### src/spe_pkg.sv
package spe_pkg;

   // Receive framing
   localparam int MAX_FRAME_BYTES = 64;
   localparam int RX_COUNT_W      = $clog2(MAX_FRAME_BYTES);
   localparam int RX_POS_ERROR    = 2;
   localparam int RX_POS_PARAM_LO = 3;
   localparam int RX_POS_PARAM_HI = 4;

   // Transmit framing: FF FF id len instr p0 p1 p2 checksum
   localparam int FRAME_BYTES = 9;
   localparam int FRAME_CNT_W = $clog2(FRAME_BYTES);

   // Request kinds
   localparam logic [2:0] KIND_WR_POS    = 3'd0;
   localparam logic [2:0] KIND_WR_SPEED  = 3'd1;
   localparam logic [2:0] KIND_RD_POS    = 3'd2;
   localparam logic [2:0] KIND_RD_SPEED  = 3'd3;
   localparam logic [2:0] KIND_RD_TEMP   = 3'd4;
   localparam logic [2:0] KIND_RX_BYTE   = 3'd5;

   // Result kinds
   localparam logic OUT_TX_BYTE = 1'b0;
   localparam logic OUT_REPLY   = 1'b1;

   // Reply field codes
   localparam logic [1:0] FIELD_NONE  = 2'd0;
   localparam logic [1:0] FIELD_POS   = 2'd1;
   localparam logic [1:0] FIELD_SPEED = 2'd2;
   localparam logic [1:0] FIELD_TEMP  = 2'd3;

   // Register indexes
   localparam logic [1:0] CSR_CLAMP_ID = 2'd0;
   localparam logic [1:0] CSR_FLOOR    = 2'd1;
   localparam logic [1:0] CSR_CEILING  = 2'd2;

   // Protocol bytes
   localparam logic [7:0] HDR_BYTE           = 8'hFF;
   localparam logic [7:0] INSTR_WRITE        = 8'h03;
   localparam logic [7:0] INSTR_READ         = 8'h02;
   localparam logic [7:0] ADDR_GOAL_POS      = 8'h1E;
   localparam logic [7:0] ADDR_MOVING_SPEED  = 8'h20;
   localparam logic [7:0] ADDR_PRESENT_POS   = 8'h24;
   localparam logic [7:0] ADDR_PRESENT_SPEED = 8'h26;
   localparam logic [7:0] ADDR_PRESENT_TEMP  = 8'h2B;
   localparam logic [7:0] LEN_WRITE          = 8'h05;
   localparam logic [7:0] LEN_READ           = 8'h04;
   localparam logic [7:0] RD_LEN_WORD        = 8'h02;
   localparam logic [7:0] RD_LEN_BYTE        = 8'h01;
   localparam logic [15:0] POS_MAX           = 16'h0FFF;
   localparam logic [15:0] SPEED_MAX         = 16'h03FF;

   typedef struct packed {
      logic [7:0]  clamp_id;
      logic [11:0] floor;
      logic [11:0] ceiling;
   } cfg_type;

   typedef struct packed {
      logic                               valid;
      logic [FRAME_CNT_W-1:0]             last;
      logic [FRAME_BYTES-1:0][7:0]        bytes;
   } frame_type;

   typedef struct packed {
      logic        valid;
      logic [1:0]  field;
      logic [15:0] value;
      logic [7:0]  error;
      logic        ok;
   } reply_type;

endpackage

### src/servo_packet_engine_unit.sv
// Servo bus packet engine.
// Request channel (req_valid/req_ready): one request per accept. Command kinds
// (write position, write speed, read position/speed/temperature) become one
// framed instruction packet: FF FF id len instr params checksum, 9 bytes for
// writes and 8 for reads. Received-byte requests feed the status checker; the
// byte flagged final yields one decoded reply, other bytes yield nothing.
// Response channel (rsp_valid/rsp_ready): one packet byte or one reply per
// transfer; rsp_last_of_run marks the last byte of a packet and every reply.
// Config channel (csr_valid/csr_ready): always ready; write only while idle.
// The first result passes the run buffer, then the response register, to the port.
// Throughput: a command holds the request channel until its packet (8 or 9 bytes)
// drains, one byte per cycle while the receiver does not stall; received bytes are
// taken every cycle while the run buffer is empty or emptying. The run buffer and the
// response register are separate, so the next request is taken while a result waits.
// Reset: synchronous; clears the run buffer, response valid, receive state
// and loads the register defaults (clamp id 1, window 0..4095).
// Receiver stall: the response register holds, the run buffer holds, and
// req_ready drops once the run buffer is occupied.
module servo_packet_engine_unit
   import spe_pkg::*;
(
   input  logic        clock,
   input  logic        reset,

   input  logic        req_valid,
   output logic        req_ready,
   input  logic [2:0]  req_kind,
   input  logic [7:0]  req_servo_id,
   input  logic [15:0] req_target_value,
   input  logic [7:0]  req_rx_byte,
   input  logic        req_rx_final,

   output logic        rsp_valid,
   input  logic        rsp_ready,
   output logic        rsp_out_kind,
   output logic [7:0]  rsp_tx_byte,
   output logic        rsp_last_of_run,
   output logic [1:0]  rsp_reply_field,
   output logic [15:0] rsp_reply_value,
   output logic [7:0]  rsp_servo_error,
   output logic        rsp_checksum_ok,

   input  logic        csr_valid,
   output logic        csr_ready,
   input  logic [1:0]  csr_index,
   input  logic [11:0] csr_data
);

   cfg_type   cfg_ff, cfg_in;
   frame_type frame;
   reply_type reply;

   // Run buffer: a packet being shifted out, or a single reply
   logic                        run_active_ff, run_active_in;
   logic                        run_reply_ff, run_reply_in;
   logic [FRAME_BYTES-1:0][7:0] run_bytes_ff, run_bytes_in;
   logic [FRAME_CNT_W-1:0]      run_left_ff, run_left_in;
   reply_type                   run_data_ff, run_data_in;

   // Response register
   logic        rsp_valid_ff, rsp_valid_in;
   logic        rsp_kind_ff, rsp_kind_in;
   logic [7:0]  rsp_byte_ff, rsp_byte_in;
   logic        rsp_last_ff, rsp_last_in;
   logic [1:0]  rsp_field_ff, rsp_field_in;
   logic [15:0] rsp_value_ff, rsp_value_in;
   logic [7:0]  rsp_error_ff, rsp_error_in;
   logic        rsp_ok_ff, rsp_ok_in;

   logic out_advance;
   logic run_pop;
   logic run_done;
   logic req_fire;

   spe_frame u_frame (
      .kind         (req_kind),
      .servo_id     (req_servo_id),
      .target_value (req_target_value),
      .cfg          (cfg_ff),
      .frame        (frame)
   );

   spe_rx u_rx (
      .clock    (clock),
      .reset    (reset),
      .accept   (req_fire),
      .kind     (req_kind),
      .rx_byte  (req_rx_byte),
      .rx_final (req_rx_final),
      .reply    (reply)
   );

   // Handshake: take a request when the run buffer is empty or empties this cycle
   assign out_advance = !rsp_valid_ff || rsp_ready;
   assign run_pop     = run_active_ff && out_advance;
   assign run_done    = run_pop && (run_reply_ff || (run_left_ff == '0));
   assign req_ready   = !run_active_ff || run_done;
   assign req_fire    = req_valid && req_ready;
   assign csr_ready   = 1'b1;

   // Register writes; unknown indexes drop
   always_comb begin
      cfg_in = cfg_ff;
      if (csr_valid) begin
         case (csr_index)
            CSR_CLAMP_ID: cfg_in.clamp_id = csr_data[7:0];
            CSR_FLOOR:    cfg_in.floor    = csr_data;
            CSR_CEILING:  cfg_in.ceiling  = csr_data;
            default: begin
            end
         endcase
      end
   end

   // Run buffer: advance on pop, load on a request that has results
   always_comb begin
      run_active_in = run_active_ff;
      run_reply_in  = run_reply_ff;
      run_bytes_in  = run_bytes_ff;
      run_left_in   = run_left_ff;
      run_data_in   = run_data_ff;
      if (run_pop) begin
         if (run_done) begin
            run_active_in = 1'b0;
         end else begin
            for (int i = 0; i < FRAME_BYTES - 1; i++) begin
               run_bytes_in[i] = run_bytes_ff[i+1];
            end
            run_bytes_in[FRAME_BYTES-1] = 8'h00;
            run_left_in = run_left_ff - FRAME_CNT_W'(1);
         end
      end
      if (req_fire && frame.valid) begin
         run_active_in = 1'b1;
         run_reply_in  = 1'b0;
         run_bytes_in  = frame.bytes;
         run_left_in   = frame.last;
      end else if (req_fire && reply.valid) begin
         run_active_in = 1'b1;
         run_reply_in  = 1'b1;
         run_data_in   = reply;
      end
   end

   // Response register: hold while stalled, else take the run head
   always_comb begin
      rsp_valid_in = rsp_valid_ff;
      rsp_kind_in  = rsp_kind_ff;
      rsp_byte_in  = rsp_byte_ff;
      rsp_last_in  = rsp_last_ff;
      rsp_field_in = rsp_field_ff;
      rsp_value_in = rsp_value_ff;
      rsp_error_in = rsp_error_ff;
      rsp_ok_in    = rsp_ok_ff;
      if (out_advance) begin
         rsp_valid_in = run_active_ff;
         if (run_reply_ff) begin
            rsp_kind_in  = OUT_REPLY;
            rsp_byte_in  = 8'h00;
            rsp_last_in  = 1'b1;
            rsp_field_in = run_data_ff.field;
            rsp_value_in = run_data_ff.value;
            rsp_error_in = run_data_ff.error;
            rsp_ok_in    = run_data_ff.ok;
         end else begin
            rsp_kind_in  = OUT_TX_BYTE;
            rsp_byte_in  = run_bytes_ff[0];
            rsp_last_in  = (run_left_ff == '0);
            rsp_field_in = FIELD_NONE;
            rsp_value_in = 16'h0000;
            rsp_error_in = 8'h00;
            rsp_ok_in    = 1'b0;
         end
      end
   end

   always_ff @(posedge clock) begin
      if (reset) begin
         cfg_ff.clamp_id <= 8'h01;
         cfg_ff.floor    <= 12'h000;
         cfg_ff.ceiling  <= 12'hFFF;
         run_active_ff   <= 1'b0;
         rsp_valid_ff    <= 1'b0;
      end else begin
         cfg_ff          <= cfg_in;
         run_active_ff   <= run_active_in;
         rsp_valid_ff    <= rsp_valid_in;
      end
   end

   always_ff @(posedge clock) begin
      run_reply_ff <= run_reply_in;
      run_bytes_ff <= run_bytes_in;
      run_left_ff  <= run_left_in;
      run_data_ff  <= run_data_in;
      rsp_kind_ff  <= rsp_kind_in;
      rsp_byte_ff  <= rsp_byte_in;
      rsp_last_ff  <= rsp_last_in;
      rsp_field_ff <= rsp_field_in;
      rsp_value_ff <= rsp_value_in;
      rsp_error_ff <= rsp_error_in;
      rsp_ok_ff    <= rsp_ok_in;
   end

   assign rsp_valid       = rsp_valid_ff;
   assign rsp_out_kind    = rsp_kind_ff;
   assign rsp_tx_byte     = rsp_byte_ff;
   assign rsp_last_of_run = rsp_last_ff;
   assign rsp_reply_field = rsp_field_ff;
   assign rsp_reply_value = rsp_value_ff;
   assign rsp_servo_error = rsp_error_ff;
   assign rsp_checksum_ok = rsp_ok_ff;

endmodule

### src/spe_frame.sv
module spe_frame
   import spe_pkg::*;
(
   input  logic [2:0]  kind,
   input  logic [7:0]  servo_id,
   input  logic [15:0] target_value,
   input  cfg_type     cfg,
   output frame_type   frame
);

   logic [15:0] pos_win;
   logic [15:0] pos_val;
   logic [15:0] spd_val;
   logic [7:0]  len;
   logic [7:0]  instr;
   logic [7:0]  p0;
   logic [7:0]  p1;
   logic [7:0]  p2;
   logic [7:0]  sum;
   logic        is_write;

   // Ceiling first, floor second: floor wins on an inverted window
   always_comb begin
      pos_win = target_value;
      if (servo_id == cfg.clamp_id) begin
         if (pos_win > {4'h0, cfg.ceiling}) pos_win = {4'h0, cfg.ceiling};
         if (pos_win < {4'h0, cfg.floor})   pos_win = {4'h0, cfg.floor};
      end
      pos_val = (pos_win > POS_MAX) ? POS_MAX : pos_win;
      spd_val = (target_value > SPEED_MAX) ? SPEED_MAX : target_value;
   end

   always_comb begin
      frame.valid = 1'b1;
      is_write    = 1'b1;
      instr       = INSTR_WRITE;
      len         = LEN_WRITE;
      p0          = ADDR_GOAL_POS;
      p1          = pos_val[7:0];
      p2          = pos_val[15:8];
      case (kind)
         KIND_WR_POS: begin
         end
         KIND_WR_SPEED: begin
            p0 = ADDR_MOVING_SPEED;
            p1 = spd_val[7:0];
            p2 = spd_val[15:8];
         end
         KIND_RD_POS, KIND_RD_SPEED, KIND_RD_TEMP: begin
            is_write = 1'b0;
            instr    = INSTR_READ;
            len      = LEN_READ;
            p2       = 8'h00;
            case (kind)
               KIND_RD_POS:   begin p0 = ADDR_PRESENT_POS;   p1 = RD_LEN_WORD; end
               KIND_RD_SPEED: begin p0 = ADDR_PRESENT_SPEED; p1 = RD_LEN_WORD; end
               default:       begin p0 = ADDR_PRESENT_TEMP;  p1 = RD_LEN_BYTE; end
            endcase
         end
         default: begin
            frame.valid = 1'b0;
         end
      endcase

      sum = servo_id + len + instr + p0 + p1 + p2;

      frame.bytes[0] = HDR_BYTE;
      frame.bytes[1] = HDR_BYTE;
      frame.bytes[2] = servo_id;
      frame.bytes[3] = len;
      frame.bytes[4] = instr;
      frame.bytes[5] = p0;
      frame.bytes[6] = p1;
      if (is_write) begin
         frame.bytes[7] = p2;
         frame.bytes[8] = ~sum;
         frame.last     = FRAME_CNT_W'(FRAME_BYTES - 1);
      end else begin
         frame.bytes[7] = ~sum;
         frame.bytes[8] = 8'h00;
         frame.last     = FRAME_CNT_W'(FRAME_BYTES - 2);
      end
   end

endmodule

### src/spe_rx.sv
module spe_rx
   import spe_pkg::*;
(
   input  logic       clock,
   input  logic       reset,
   input  logic       accept,
   input  logic [2:0] kind,
   input  logic [7:0] rx_byte,
   input  logic       rx_final,
   output reply_type  reply
);

   logic [7:0]            queried_addr_ff, queried_addr_in;
   logic [RX_COUNT_W-1:0] count_ff, count_in;
   logic [7:0]            sum_ff, sum_in;
   logic [7:0]            err_ff, err_in;
   logic [7:0]            lo_ff, lo_in;
   logic [7:0]            hi_ff, hi_in;

   // Decode reply from current state and the checksum byte
   always_comb begin
      reply.valid = (kind == KIND_RX_BYTE) && rx_final;
      reply.ok    = ((~sum_ff) == rx_byte);
      reply.field = FIELD_NONE;
      reply.value = 16'h0000;
      reply.error = 8'h00;
      if (reply.ok) begin
         reply.error = err_ff;
         case (queried_addr_ff)
            ADDR_PRESENT_POS: begin
               reply.field = FIELD_POS;
               reply.value = {hi_ff, lo_ff};
            end
            ADDR_PRESENT_SPEED: begin
               reply.field = FIELD_SPEED;
               reply.value = {hi_ff, lo_ff};
            end
            ADDR_PRESENT_TEMP: begin
               reply.field = FIELD_TEMP;
               reply.value = {8'h00, lo_ff};
            end
            default: begin
            end
         endcase
      end
   end

   always_comb begin
      queried_addr_in = queried_addr_ff;
      count_in        = count_ff;
      sum_in          = sum_ff;
      err_in          = err_ff;
      lo_in           = lo_ff;
      hi_in           = hi_ff;
      if (accept) begin
         case (kind)
            KIND_RD_POS:   queried_addr_in = ADDR_PRESENT_POS;
            KIND_RD_SPEED: queried_addr_in = ADDR_PRESENT_SPEED;
            KIND_RD_TEMP:  queried_addr_in = ADDR_PRESENT_TEMP;
            KIND_RX_BYTE: begin
               if (rx_final) begin
                  count_in = '0;
                  sum_in   = 8'h00;
                  err_in   = 8'h00;
                  lo_in    = 8'h00;
                  hi_in    = 8'h00;
               end else if (count_ff < RX_COUNT_W'(MAX_FRAME_BYTES - 1)) begin
                  if (count_ff == RX_COUNT_W'(RX_POS_ERROR))    err_in = rx_byte;
                  if (count_ff == RX_COUNT_W'(RX_POS_PARAM_LO)) lo_in  = rx_byte;
                  if (count_ff == RX_COUNT_W'(RX_POS_PARAM_HI)) hi_in  = rx_byte;
                  sum_in   = sum_ff + rx_byte;
                  count_in = count_ff + RX_COUNT_W'(1);
               end
            end
            default: begin
            end
         endcase
      end
   end

   always_ff @(posedge clock) begin
      if (reset) begin
         queried_addr_ff <= 8'h00;
         count_ff        <= '0;
         sum_ff          <= 8'h00;
         err_ff          <= 8'h00;
         lo_ff           <= 8'h00;
         hi_ff           <= 8'h00;
      end else begin
         queried_addr_ff <= queried_addr_in;
         count_ff        <= count_in;
         sum_ff          <= sum_in;
         err_ff          <= err_in;
         lo_ff           <= lo_in;
         hi_ff           <= hi_in;
      end
   end

endmodule

### config.mk
export PLATFORM = sky130hd
export DESIGN_NAME = servo_packet_engine_unit
export DESIGN_NICKNAME = d
export VERILOG_FILES = /design/src/spe_pkg.sv /design/src/servo_packet_engine_unit.sv /design/src/spe_frame.sv /design/src/spe_rx.sv
export SDC_FILE = /design/constraint.sdc
export NUM_CORES = 1
export LEC_CHECK = 0
export ABC_AREA = 1
export BUFFER_PORTS_ARGS = -buffer_cell sky130_fd_sc_hd__buf_2
export CAP_MARGIN = 5
export CORE_MARGIN = 3
export CORE_UTILIZATION = 35
export DETAILED_ROUTE_END_ITERATION = 16
export PLACE_DENSITY = 0.48
export SETUP_SLACK_MARGIN = 0.15
export SLEW_MARGIN = 25
export SYNTH_ARGS = -nofsm -noshare
export SYNTH_HDL_FRONTEND = slang
export SYNTH_SLANG_ARGS = --single-unit
export TNS_END_PERCENT = 100
### constraint.sdc
create_clock -name clock -period 12.5 [get_ports clock]
set_clock_uncertainty 0.1 [all_clocks]
set_input_delay 2.5 -clock clock [delete_from_list [all_inputs] [get_ports clock]]
set_output_delay 2.5 -clock clock [all_outputs]
set_load 0.01 [all_outputs]
==> metrics.txt <==
run status finished clean; post-CTS resize count 0; post-synthesis cell area 10600 um^2; Iter 0 DRT Violations between 400 and 500; Max Buffers Root-to-Sink 3; top-count cell post-synth nand2_1; Detail Placement HPWL 17300 um; Root Buffer clkbuf_16; Top FF cell, synth edfxtp_1; initial antenna violation count 5; CTS tree done; Crit Path Class in -> reg; Layout Cells excl Fill 1706; slowest CP cell fa_1; EDFF count, synth 124; most frequent cell on the critical path nand2_1; pin count of the biggest net entering global routing 43; post-synthesis sequential area ratio 0.525; n_diodes 0; max_cap viols 0; core area 29800 um^2; global route overflow 0; Cell Area, Placed 11500 um^2; Pins Over Slew Limit 0; worst slew pin tran 0.834 ns; Fin. Hold Viols 0; RSZ-0062 raised after global routing false; post-route cell area 12300 um^2; die width 180 um; Fmax 116 MHz; CTS Hold Bufs 0; hold_ws 0.356 ns; clock sink count 217; crit path DAT 8.78 ns; P_leak 5.40 nW; Hold/Removal Path Class reg -> reg; htree depth 1; most frequent cells after synthesis nand2_1, inv_1, edfxtp_1; Max stage delay on crit path 0.51 ns; CP Data Required Time 12.68 ns; largest area contributor in the netlist edfxtp_1; die area 32500 um^2; startpoint types primary input; Yosys warning total 0; post-synth top area share 0.350; latest clock arrival within the worst-skew pair 0.53 ns; syn avg cell area between 8 and 9 um^2; share of layout cells above drive strength 1 0.126; VDD IR-drop max 95.7 uV; WL/cell between 10 and 15 um; Final GP Congestion 0.815; Remaining DRCs 0; IO Port Bufs 93; first drt pass iteration count 5; Tmin final 8.60 ns; placed cell count between 1500 and 2000; first-pass GRT wire length 39100 um; Post-DRT Antenna Nets 0; vias in the first global route 7274; flops & latches, synth approximately 220; synth unique cells 48; DR vias/cell roughly 4.6; # rows 63; Initial Utilization 0.357; power density cells 154 nW/um^2; CP max FO 24; fin crit share 0.688; setup_tns 0 ns; Synth Instances 1205; Synth area leaders edfxtp_1, dfxtp_1, nand2_1; final wirelength 24000 um; layout net count 1414; Setup-failing EPs final 0; Die Y 180 um; Rel. slew slack 0.444; crit path capture type flop; CTS Buf Count 25; Area Growth Syn to Fin 15.4%; # IOs 95; GRT Total Usage 0.145; FFs w/ async S/R, synth 0; # Post-CTS Setup Buffers 0; via count 7788; clock transition at the registers of the reported paths approximately 0.06 ns
-- where the power goes --
part	switching, W	internal (W)	total, W
Combinational	0.000216	0.000129	0.000345
Clock	0.000291	0.000395	0.000686
Sequential	0.0000176	0.000836	0.000854
-- final cells by class --
type	instances	area (um^2)
Fill cell	3096	17500
Timing Repair Buffer	102	533
Multi-Input combinational cell	753	4160
Inverter	198	743
Tap cell	390	488
Clock inverter	9	61.3
Clock buffer	37	711
Sequential cell	217	5590
-- logic make-up after synthesis --
kind of cell             count (synthesis)  share of synthesized area
XOR/XNOR                                20                     0.0165
AO/OA/AOI/OAI                          203                      0.108
buffers and inverters                  237                     0.0866
other                                    2                   0.000706
adder cells (fa/ha/maj)                 62                     0.0835
flip-flops                             217                      0.525
AND/OR/NAND/NOR                        464                      0.180
-- sequential cells by signal, indices dropped and copies added, names as in the netlist --
name and cells:
run_bytes_ff 72, cfg_ff 32, run_data_ff 27, rsp_reply_value 16, rsp_servo_error 8, rsp_tx_byte 8
u_rx.err_ff 8, u_rx.hi_ff 8, u_rx.lo_ff 8, u_rx.sum_ff 8, u_rx.count_ff 6, run_left_ff 4
u_rx.queried_addr_ff 4, rsp_reply_field 2, rsp_checksum_ok 1, rsp_last_of_run 1, rsp_out_kind 1, rsp_valid 1
run_active_ff 1, run_reply_ff 1
-- critical path, delay by kind of cell --
family,cells,cell delay [ns]
adders and majority gates,7,2.44
AOI/OAI and AO/OA,6,1.28
xor gates and xnor gates,1,0.18
buffers and inverters,7,0.59
and+or+nand+nor,17,1.81
-- stage by stage --
stage / utilization / worst slack, ns / power (W)
floorplan: - / 4.16 / 0.00112
global placement: 0.386 / 3.48 / 0.00121
detailed placement: 0.386 / 3.34 / 0.00122
CTS: 0.412 / 3.89 / 0.00192
global route: 0.412 / 3.33 / 0.00200
finish: 0.412 / 3.90 / 0.00189
-- per-layer routing --
metal | GRT usage | part of all wire
met1 | 0.216 | 0.50
met2 | 0.220 | 0.43
met3 | 0.0283 | 0.049
met4 | 0.0307 | 0.020
met5 | 0 | 0.0020
-- worst paths after layout --
kind / startpoint / endpoint / slack (ns) / depth (start not counted)
max: req_target_value[11] / run_bytes_ff[63] / 3.90 / 38
min: run_bytes_ff[15] / run_bytes_ff[15] / 0.36 / 2
max reg2reg: cfg_ff[11] / run_bytes_ff[63] / 5.64 / 38
min reg2reg: run_bytes_ff[15] / run_bytes_ff[15] / 0.36 / 2
-- cell usage in the layout (no fill, tap or decap), types with 2 or more instances in the layout --
cell type / Yosys / routed
clkbuf_16: 0 / 25
edfxtp_1: 124 / 124
clkbuf_1: 30 / 8
clkinvlp_4: 0 / 2
nand2_2: 9 / 10
clkinv_1: 3 / 5
a22o_1: 3 / 3
o21a_1: 2 / 2
nor3_1: 16 / 14
nand4_1: 2 / 2
xor2_1: 9 / 9
nor3_2: 1 / 3
dfxtp_1: 93 / 93
nor3b_1: 9 / 9
o21ai_0: 65 / 65
a21oi_2: 4 / 4
o21ai_1: 7 / 7
nand3_1: 29 / 29
ha_1: 47 / 47
fa_1: 15 / 15
o211ai_1: 12 / 12
a2bb2oi_1: 2 / 2
a21oi_1: 81 / 81
clkbuf_8: 0 / 4
nand2_1: 264 / 263
a211oi_1: 3 / 3
clkinv_2: 0 / 3
conb_1: 2 / 4
or2_2: 4 / 4
nor2_2: 2 / 3
buf_4: 3 / 9
xnor2_1: 11 / 11
inv_1: 195 / 195
nor2_1: 122 / 121
o22ai_1: 7 / 7
buf_2: 4 / 93
a22oi_1: 9 / 9
Note: power is estimated with default switching activity, not from simulation.
